===== src/i2a_pkg.sv =====
// Shared types, register indexes and the digit table lookup for the radix converter.
package i2a_pkg;

  // Width of the input value port
  localparam int IN_BITS = 32;

  // Configuration register indexes
  localparam logic [1:0] CFG_RADIX    = 2'd0;
  localparam logic [1:0] CFG_CHARS_LO = 2'd1;
  localparam logic [1:0] CFG_CHARS_HI = 2'd2;

  // Reset values of the configuration registers
  localparam logic [4:0]  RADIX_RST    = 5'd16;
  localparam logic [63:0] CHARS_LO_RST = 64'h3736353433323130;
  localparam logic [63:0] CHARS_HI_RST = 64'h6665646362613938;

  // Status of the head of the front queue, seen by the back end
  typedef struct packed {
    logic valid;
    logic zero;
  } fe_status_t;

  // Back end sequencer states
  typedef enum logic [2:0] {
    BK_IDLE,
    BK_DIV,
    BK_RD,
    BK_LD,
    BK_EMIT
  } bk_state_t;

  // Look up the character for one digit in the sixteen-entry table
  function automatic logic [7:0] digit_char(input logic [63:0] lo,
                                            input logic [63:0] hi,
                                            input logic [3:0]  d);
    logic [127:0] tbl;
    tbl = {hi, lo};
    return tbl[{d, 3'b000} +: 8];
  endfunction

endpackage


===== src/i2a_ram.sv =====
// Generic single-port-write, single-port-read RAM with registered read data.
module i2a_ram #(
  parameter int WIDTH = 4,
  parameter int DEPTH = 32
) (
  input  logic                     clk,
  input  logic                     wr_en,
  input  logic [$clog2(DEPTH)-1:0] wr_addr,
  input  logic [WIDTH-1:0]         wr_data,
  input  logic                     rd_en,
  input  logic [$clog2(DEPTH)-1:0] rd_addr,
  output logic [WIDTH-1:0]         rd_data
);

  logic [WIDTH-1:0] mem [DEPTH];
  logic [WIDTH-1:0] rd_data_r;

  always_ff @(posedge clk) begin
    if (wr_en) begin
      mem[wr_addr] <= wr_data;
    end
    if (rd_en) begin
      rd_data_r <= mem[rd_addr];
    end
  end

  assign rd_data = rd_data_r;

endmodule


===== src/i2a_front.sv =====
// Front end: accepts input values, flags zero and queues them in a two-entry FIFO.
module i2a_front #(
  parameter int VALUE_BITS = 32
) (
  input  logic                        clk,
  input  logic                        rst_n,
  input  logic                        in_valid,
  output logic                        in_stall,
  input  logic [i2a_pkg::IN_BITS-1:0] in_value,
  output logic [VALUE_BITS-1:0]       fe_value,
  output i2a_pkg::fe_status_t         fe_st,
  input  logic                        fe_pop
);

  import i2a_pkg::*;

  logic [VALUE_BITS-1:0] val_r [2];
  logic                  zero_r [2];
  logic                  wr_ptr_r, wr_ptr_nxt;
  logic                  rd_ptr_r, rd_ptr_nxt;
  logic [1:0]            cnt_r, cnt_nxt;
  logic [VALUE_BITS-1:0] in_masked;
  logic                  push;

  // Keep only the value bits the converter works on
  assign in_masked = VALUE_BITS'(in_value);

  assign in_stall = (cnt_r == 2'd2);
  assign push     = in_valid && !in_stall;

  always_comb begin
    wr_ptr_nxt = push   ? ~wr_ptr_r : wr_ptr_r;
    rd_ptr_nxt = fe_pop ? ~rd_ptr_r : rd_ptr_r;
    cnt_nxt    = cnt_r + 2'(push) - 2'(fe_pop);
  end

  always_ff @(posedge clk) begin
    if (!rst_n) begin
      wr_ptr_r <= 1'b0;
      rd_ptr_r <= 1'b0;
      cnt_r    <= 2'd0;
    end else begin
      wr_ptr_r <= wr_ptr_nxt;
      rd_ptr_r <= rd_ptr_nxt;
      cnt_r    <= cnt_nxt;
    end
  end

  always_ff @(posedge clk) begin
    if (push) begin
      val_r[wr_ptr_r]  <= in_masked;
      zero_r[wr_ptr_r] <= (in_masked == '0);
    end
  end

  assign fe_value    = val_r[rd_ptr_r];
  assign fe_st.valid = (cnt_r != 2'd0);
  assign fe_st.zero  = zero_r[rd_ptr_r];

endmodule


===== src/i2a_back.sv =====
// Back end: digit-serial division into the digit RAM, then reverse readout to the output.
module i2a_back #(
  parameter int VALUE_BITS = 32,
  parameter int TABLE_SIZE = 16
) (
  input  logic                  clk,
  input  logic                  rst_n,
  input  logic [VALUE_BITS-1:0] fe_value,
  input  i2a_pkg::fe_status_t   fe_st,
  output logic                  fe_pop,
  input  logic [4:0]            radix,
  input  logic [63:0]           chars_lo,
  input  logic [63:0]           chars_hi,
  output logic                  out_valid,
  input  logic                  out_stall,
  output logic [7:0]            out_character,
  output logic                  out_last
);

  import i2a_pkg::*;

  localparam int CHUNKS = (VALUE_BITS + 7) / 8;
  localparam int QW     = CHUNKS * 8;
  localparam int CW     = (CHUNKS > 1) ? $clog2(CHUNKS) : 1;
  localparam int AW     = $clog2(VALUE_BITS);
  localparam int NW     = $clog2(VALUE_BITS + 1);

  bk_state_t       state_r, state_nxt;
  logic [QW-1:0]   q_r, q_nxt;
  logic [3:0]      rem_r, rem_nxt;
  logic [CW-1:0]   chunk_r, chunk_nxt;
  logic [NW-1:0]   cnt_r, cnt_nxt;
  logic [AW-1:0]   idx_r, idx_nxt;
  logic            out_valid_r, out_valid_nxt;
  logic [7:0]      out_char_r, out_char_nxt;
  logic            out_last_r, out_last_nxt;

  logic [4:0]      base;
  logic [3:0]      rem_w;
  logic [4:0]      trial;
  logic [7:0]      qbits;
  logic [QW-1:0]   q_shift;
  logic            last_chunk;
  logic            conv_done;
  logic            load;

  logic            wr_en, rd_en;
  logic [AW-1:0]   wr_addr, rd_addr;
  logic [3:0]      wr_data, rd_data;

  // Clamp the radix register to the usable range
  always_comb begin
    if (radix < 5'd2) begin
      base = 5'd2;
    end else if (radix > 5'(TABLE_SIZE)) begin
      base = 5'(TABLE_SIZE);
    end else begin
      base = radix;
    end
  end

  // Eight restoring-division steps per cycle on the top byte of the quotient register
  always_comb begin
    rem_w = rem_r;
    qbits = '0;
    trial = '0;
    for (int i = 0; i < 8; i++) begin
      trial        = {rem_w, q_r[QW-1-i]};
      qbits[7-i]   = (trial >= base);
      rem_w        = (trial >= base) ? 4'(trial - base) : trial[3:0];
    end
  end

  assign q_shift    = (q_r << 8) | QW'(qbits);
  assign last_chunk = (chunk_r == CW'(CHUNKS - 1));
  assign conv_done  = last_chunk && ((q_shift == '0) || (cnt_r == NW'(VALUE_BITS - 1)));
  assign load       = (state_r == BK_LD) ||
                      ((state_r == BK_EMIT) && !out_stall && !out_last_r);

  // Next state
  always_comb begin
    state_nxt = state_r;
    case (state_r)
      BK_IDLE: begin
        if (fe_st.valid) begin
          state_nxt = fe_st.zero ? BK_RD : BK_DIV;
        end
      end
      BK_DIV: begin
        if (conv_done) begin
          state_nxt = BK_RD;
        end
      end
      BK_RD:   state_nxt = BK_LD;
      BK_LD:   state_nxt = BK_EMIT;
      BK_EMIT: begin
        if (!out_stall && out_last_r) begin
          state_nxt = BK_IDLE;
        end
      end
      default: state_nxt = BK_IDLE;
    endcase
  end

  // Datapath and RAM controls
  always_comb begin
    q_nxt         = q_r;
    rem_nxt       = rem_r;
    chunk_nxt     = chunk_r;
    cnt_nxt       = cnt_r;
    idx_nxt       = idx_r;
    out_valid_nxt = out_valid_r;
    out_char_nxt  = out_char_r;
    out_last_nxt  = out_last_r;
    fe_pop        = 1'b0;
    wr_en         = 1'b0;
    wr_addr       = cnt_r[AW-1:0];
    wr_data       = rem_w;
    rd_en         = 1'b0;
    rd_addr       = idx_r;
    case (state_r)
      BK_IDLE: begin
        fe_pop = fe_st.valid;
        if (fe_st.valid) begin
          q_nxt     = QW'(fe_value);
          rem_nxt   = '0;
          chunk_nxt = '0;
          cnt_nxt   = fe_st.zero ? NW'(1) : '0;
          // Zero is a single digit 0: write it straight away
          wr_en     = fe_st.zero;
          wr_addr   = '0;
          wr_data   = '0;
        end
      end
      BK_DIV: begin
        q_nxt = q_shift;
        if (last_chunk) begin
          wr_en     = 1'b1;
          cnt_nxt   = cnt_r + NW'(1);
          chunk_nxt = '0;
          rem_nxt   = '0;
        end else begin
          chunk_nxt = chunk_r + CW'(1);
          rem_nxt   = rem_w;
        end
      end
      BK_RD: begin
        rd_en   = 1'b1;
        rd_addr = AW'(cnt_r - NW'(1));
        idx_nxt = AW'(cnt_r - NW'(1));
      end
      BK_LD, BK_EMIT: begin
        if (state_r == BK_EMIT && !out_stall && out_last_r) begin
          out_valid_nxt = 1'b0;
        end
      end
      default: ;
    endcase
    // Present the fetched digit and prefetch the next one down
    if (load) begin
      out_valid_nxt = 1'b1;
      out_char_nxt  = digit_char(chars_lo, chars_hi, rd_data);
      out_last_nxt  = (idx_r == '0);
      if (idx_r != '0) begin
        rd_en   = 1'b1;
        rd_addr = idx_r - AW'(1);
        idx_nxt = idx_r - AW'(1);
      end
    end
  end

  always_ff @(posedge clk) begin
    if (!rst_n) begin
      state_r     <= BK_IDLE;
      chunk_r     <= '0;
      cnt_r       <= '0;
      out_valid_r <= 1'b0;
    end else begin
      state_r     <= state_nxt;
      chunk_r     <= chunk_nxt;
      cnt_r       <= cnt_nxt;
      out_valid_r <= out_valid_nxt;
    end
  end

  always_ff @(posedge clk) begin
    q_r        <= q_nxt;
    rem_r      <= rem_nxt;
    idx_r      <= idx_nxt;
    out_char_r <= out_char_nxt;
    out_last_r <= out_last_nxt;
  end

  i2a_ram #(
    .WIDTH (4),
    .DEPTH (VALUE_BITS)
  ) u_digit_ram (
    .clk     (clk),
    .wr_en   (wr_en),
    .wr_addr (wr_addr),
    .wr_data (wr_data),
    .rd_en   (rd_en),
    .rd_addr (rd_addr),
    .rd_data (rd_data)
  );

  assign out_valid     = out_valid_r;
  assign out_character = out_char_r;
  assign out_last      = out_last_r;

endmodule


===== src/int_to_ascii_table_radix_top.sv =====
// Top level of the table-driven radix integer-to-text converter.
//
// Usage: present an unsigned value on in_value with in_valid; it transfers on a
// rising edge with in_valid high and in_stall low. Each value gives one
// character per digit on out_character, most significant first, with out_last
// set on the least significant one; a character transfers when out_valid is
// high and out_stall is low. Zero gives the single character for digit 0.
// Configuration (radix, digit table) is written through cfg_we/cfg_index/
// cfg_wdata while the block is idle; radix below 2 acts as 2, above the table
// size as the table size.
// Flow: a two-entry queue sits between the input and the converter. The
// divider makes 8 quotient bits per cycle through one shared remainder unit,
// one digit after another; the digits are then read back from the digit RAM
// (states BK_RD and BK_LD) and sent as one character per cycle while
// out_stall is low. Zero skips the divider.
// A stalled character holds on the output register and the readout waits; the
// queue keeps taking values until it is full. Reset (synchronous, rst_n low)
// empties the queue and output and restores the default radix 16 and table.
module int_to_ascii_table_radix_top #(
  parameter int VALUE_BITS = 32,
  parameter int TABLE_SIZE = 16
) (
  input  logic                        clk,
  input  logic                        rst_n,
  input  logic                        in_valid,
  output logic                        in_stall,
  input  logic [i2a_pkg::IN_BITS-1:0] in_value,
  output logic                        out_valid,
  input  logic                        out_stall,
  output logic [7:0]                  out_character,
  output logic                        out_last,
  input  logic                        cfg_we,
  input  logic [1:0]                  cfg_index,
  input  logic [63:0]                 cfg_wdata
);

  import i2a_pkg::*;

  logic [4:0]            radix_r;
  logic [63:0]           chars_lo_r;
  logic [63:0]           chars_hi_r;
  logic [VALUE_BITS-1:0] fe_value;
  fe_status_t            fe_st;
  logic                  fe_pop;

  // Configuration registers; writes to an unused index are dropped
  always_ff @(posedge clk) begin
    if (!rst_n) begin
      radix_r    <= RADIX_RST;
      chars_lo_r <= CHARS_LO_RST;
      chars_hi_r <= CHARS_HI_RST;
    end else if (cfg_we) begin
      case (cfg_index)
        CFG_RADIX:    radix_r    <= cfg_wdata[4:0];
        CFG_CHARS_LO: chars_lo_r <= cfg_wdata;
        CFG_CHARS_HI: chars_hi_r <= cfg_wdata;
        default: ;
      endcase
    end
  end

  // Front end: take the transfer and queue the value
  i2a_front #(
    .VALUE_BITS (VALUE_BITS)
  ) u_front (
    .clk      (clk),
    .rst_n    (rst_n),
    .in_valid (in_valid),
    .in_stall (in_stall),
    .in_value (in_value),
    .fe_value (fe_value),
    .fe_st    (fe_st),
    .fe_pop   (fe_pop)
  );

  // Back end: convert one queued value and stream out its characters
  i2a_back #(
    .VALUE_BITS (VALUE_BITS),
    .TABLE_SIZE (TABLE_SIZE)
  ) u_back (
    .clk           (clk),
    .rst_n         (rst_n),
    .fe_value      (fe_value),
    .fe_st         (fe_st),
    .fe_pop        (fe_pop),
    .radix         (radix_r),
    .chars_lo      (chars_lo_r),
    .chars_hi      (chars_hi_r),
    .out_valid     (out_valid),
    .out_stall     (out_stall),
    .out_character (out_character),
    .out_last      (out_last)
  );

`ifndef ASSERT_OFF
  // Never pop an empty queue
  a_pop_nonempty: assert property (@(posedge clk) disable iff (!rst_n)
    fe_pop |-> fe_st.valid)
    else $error("queue popped while empty");

  // A full queue must present a valid head
  a_stall_full: assert property (@(posedge clk) disable iff (!rst_n)
    in_stall |-> fe_st.valid)
    else $error("input stalled with empty queue");

  // No new value starts while characters are still being delivered
  a_no_pop_emit: assert property (@(posedge clk) disable iff (!rst_n)
    out_valid |-> !fe_pop)
    else $error("value popped during readout");

  // After the final character transfers, the output empties
  a_last_clears: assert property (@(posedge clk) disable iff (!rst_n)
    (out_valid && out_last && !out_stall) |=> !out_valid)
    else $error("output still valid after last character");
`endif

endmodule


===== config.mk =====
export PLATFORM = sky130hd
export DESIGN_NAME = int_to_ascii_table_radix_top
export DESIGN_NICKNAME = d
export VERILOG_FILES = /design/src/i2a_pkg.sv /design/src/i2a_ram.sv /design/src/i2a_front.sv /design/src/i2a_back.sv /design/src/int_to_ascii_table_radix_top.sv
export SDC_FILE = /design/constraint.sdc
export NUM_CORES = 1
export LEC_CHECK = 0
export BUFFER_PORTS_ARGS = -buffer_cell sky130_fd_sc_hd__buf_2
export CELL_PAD_IN_SITES_DETAIL_PLACEMENT = 1
export CELL_PAD_IN_SITES_GLOBAL_PLACEMENT = 1
export CORE_MARGIN = 2
export CORE_UTILIZATION = 45
export CTS_CLUSTER_DIAMETER = 30
export CTS_CLUSTER_SIZE = 12
export DETAILED_ROUTE_END_ITERATION = 12
export GPL_TIMING_DRIVEN = 0
export PLACE_DENSITY = 0.76
export SLEW_MARGIN = 20
export SYNTH_ARGS = -nofsm -noshare
export SYNTH_HDL_FRONTEND = slang
export SYNTH_SLANG_ARGS = --single-unit

===== constraint.sdc =====
create_clock -name clk -period 20.1 [get_ports clk]
set_input_delay 0 -clock clk [delete_from_list [all_inputs] [get_ports clk]]
set_output_delay 0 -clock clk [all_outputs]
set_load 0.005 [all_outputs]

==> results.md <==
- Layout Area Growth over Synthesis: 30.9%
- Share of cells above drive strength 1: between 10% and 20%
- RSZ-0062 raised after global routing: no
- WL/cell: 26.2 um
- Worst slew pin tran: between 1 and 1.5 ns
- Worst slew margin: between 30% and 40%
- Vias in the first global route: roughly 17k
- Final antenna-violating net count: 0
- Core area: roughly 0.040 mm2
- First-pass GRT wire length: 102000 um
- Cell count after synthesis: approximately 1.6k
- TritonCTS clock tree: done
- Final min period: roughly 16 ns
- Yosys reg bits: between 300 and 400
- Die W: 205 um
- Die height: slightly above 200 um
- Area of the multi-input gates: between 0.007 and 0.008 mm2
- Asr flop ratio synth: 0%
- R2R Setup Slk: 4.27 ns
- Synth unique cells: slightly below 70
- Register area share after synthesis: 57.0%
- Antenna violations before repair: 2
- Required @ worst endpoint: around 21 ns
- Hold Crit Class: input port to register
- Reg clk slew, reported paths: around 0.050 ns
- Max-cap violations: 0
- FMAX: ~0.063 GHz
- Crit path max fanout: 17
- RePlAce Congestion: 0.857
- Post-DP HPWL: between 30000 and 40000 um
- Vias/cell: 5.91
- Final hold violation count: 0
- CP Class: register to register
- Number of fill cells: around 4.0k
- Critical path's most frequent cell: a21o_1
- GR Overflow Total: 0
- Global Route Usage Sum: approximately 33%
- Sink Count: ~400
- Post-synthesis area per instance: roughly 11 um2
- Number of flops mapped to enable cells by yosys: between 200 and 250
- Final period util: between 70% and 80%
- Critical Path Source Type: register
- FP Rows: between 70 and 80
- CTS Buf Count: 88
- Skew final: about 0.044 ns
- Fin Setup TNS: 0 ns
- Worst skew pair latency: between 0.6 and 0.7 ns
- Max Slew Vio Count: 0
- Largest net degree at the start of global routing: 34
- IO Port Bufs: about 110
- DRC viols: 0
- First-iteration detailed-routing DRC count: around 1.3k
- Max Buffers Root-to-Sink: 3
- Initial Util: 45.7%
- Synth warn: 0
- DR vias: 15.1k
- Mapped Nets: 1795
- Final Util: 59.9%
- CP Capture Type: register
- Drt pass-1 iters: 5
- Top Ports: between 100 and 150
- Setup violators final: 0
- Syn Std Cell Area: roughly 0.018 mm2
- Ys flop type: edfxtp_1
- FF/Latch Area: between 0.01 and 0.015 mm2
- Post_cts resized: 0
- Die area: between 0.04 and 0.05 mm2
- Status: completed
- CP max stage cell: a211oi_4
- CP arrival: 16.27 ns
- Root Buffer: clkbuf_16
- Slowest stage delay, CP: around 0.74 ns
- Final WL: approximately 67000 um
- H-tree depth: 3
- Nets: between 2k and 2.5k
[flip-flops by register name (all words and copies together), names as in the netlist, 5 cells and up, named ones only]
signal	flops
chars_hi_r	64
chars_lo_r	64
radix_r	5
u_back.cnt_r	6
u_back.idx_r	5
u_back.out_character	8
u_back.q_r	32
u_back.u_digit_ram.mem	128
u_front.val_r	64
[synthesized netlist by cell type, types with 3 or more instances]
| cell type | instances | area [um2] |
|---|---|---|
| a211oi_1 | 7 | 52.6 |
| a21boi_0 | 77 | 578 |
| a21o_1 | 36 | 270 |
| a21oi_1 | 50 | 250 |
| a221o_1 | 6 | 60.1 |
| a22oi_1 | 20 | 150 |
| a31oi_1 | 5 | 31.3 |
| a32oi_1 | 13 | 114 |
| and2_1 | 7 | 43.8 |
| buf_1 | 10 | 37.5 |
| buf_2 | 7 | 35.0 |
| buf_6 | 4 | 45.0 |
| clkbuf_1 | 76 | 285 |
| dfxtp_1 | 155 | 3100 |
| edfxtp_1 | 243 | 7300 |
| fa_1 | 8 | 160 |
| ha_1 | 46 | 576 |
| inv_1 | 38 | 143 |
| inv_2 | 3 | 11.3 |
| mux2_2 | 7 | 78.8 |
| mux2i_1 | 62 | 621 |
| mux4_2 | 40 | 901 |
| nand2_1 | 392 | 1470 |
| nand2b_1 | 12 | 75.1 |
| nand3_1 | 73 | 365 |
| nand3b_1 | 4 | 30.0 |
| nand4_1 | 8 | 50.1 |
| nand4b_1 | 3 | 26.3 |
| nor2_1 | 67 | 251 |
| nor2b_1 | 10 | 62.6 |
| nor3_1 | 11 | 55.1 |
| nor3b_1 | 5 | 37.5 |
| nor4_1 | 15 | 93.8 |
| o211ai_1 | 4 | 30.0 |
| o21a_1 | 6 | 45.0 |
| o21ai_0 | 42 | 210 |
| xnor2_1 | 16 | 140 |
| xor2_1 | 10 | 87.6 |
[final cells by class]
| cell class | count | share of cell area (%) |
|---|---|---|
| multi-input cells | 1097 | 30.6 |
| clock buffers | 104 | 9.90 |
| plain buffers | 100 | 1.82 |
| clock inverters | 62 | 3.50 |
| diodes | 1 | 0.0105 |
| flip-flops and latches | 398 | 43.5 |
| well taps | 525 | 2.75 |
| inverters | 43 | 0.675 |
| repair buffers | 223 | 7.23 |
[routing by layer]
layer	vias up	GRT usage, %	wire length [um]	share of wire, %
met5	-	0	25	0.037
li1	6557	-	-	-
met1	7567	38.5	25800	38
met3	242	6.19	4350	6.5
met4	4	17.1	3420	5.1
met2	729	56.2	33500	50
[critical path: cells and delay by family, from the launching register on]
family | cells | cell delay, ns
multiplexers | 4 | 1.64
AO/OA/AOI/OAI | 32 | 6.57
adder cells (fa/ha/maj) | 8 | 2.70
buffers and inverters | 9 | 2.94
AND/OR/NAND/NOR | 7 | 1.49
flip-flops | 1 | 0.29
[final timing paths]
kind	start	end	depth (start not counted)
worst min-delay path	in_value[23]	u_front.val_r[1][23]	2
worst min register to register	chars_lo_r[19]	chars_lo_r[19]	2
worst max-delay path	radix_r[4]	u_back.u_digit_ram.mem[26][3]	60
worst max register to register	radix_r[4]	u_back.u_digit_ram.mem[26][3]	60
[cells in the final DEF (no fill, tap or decap), types with 10 or more instances in the layout]
master and count:
nand2_1 391, edfxtp_1 243, dfxtp_1 155, buf_2 119, dlygate4sd3_1 102, clkbuf_16 92
clkbuf_1 86, a21boi_0 77, nand3_1 73, nor2_1 64, mux2i_1 62, a21oi_1 50
ha_1 46, o21ai_0 41, mux4_2 40, inv_1 38, a21o_1 36, a22oi_1 20
xnor2_1 16, nor4_1 15, bufinv_16 14, a32oi_1 13, clkinvlp_4 13, nand2b_1 12
xor2_1 10, nor3_1 10, nor2b_1 10, clkinv_4 10
[cells by family (layout without fill, tap and decap cells)]
logic type / after synthesis / after routing / synth area share [%]
compound gates: 283 / 283 / 10.8
mux: 110 / 110 / 8.83
simple gates: 624 / 624 / 14.8
other cells: 0 / 1 / 0
xor+xnor: 26 / 26 / 1.25
buf+inv: 143 / 532 / 3.26
fa+ha+maj: 54 / 54 / 4.03
flops: 398 / 398 / 57.0
[per-stage QoR]
| stage | setup WS, ns | cell area, um2 | instances | hold WS, ns |
|---|---|---|---|---|
| detailed placement | 4.71 | 19700 | 2284 | 0.209 |
| finish | 4.27 | 23900 | 2553 | 0.118 |
| floorplan | 6.19 | 18300 | 1638 | 0.0989 |
| CTS | 4.35 | 23900 | 2552 | 0.0954 |
| global route | 3.30 | 23900 | 2552 | 0.141 |
| global placement | 1.42 | 19500 | 2275 | 0.203 |
[what timing repair did]
action | 4_1_cts | 5_1_grt
setup endpoints to repair | 0 | 0
hold buffers | 102 | 0
hold endpoints to repair | 220 | 0
setup buffers | 0 | 0
Power is not shown: default switching activity piles up to over one toggle a cycle in this logic, so the estimate is an artifact.
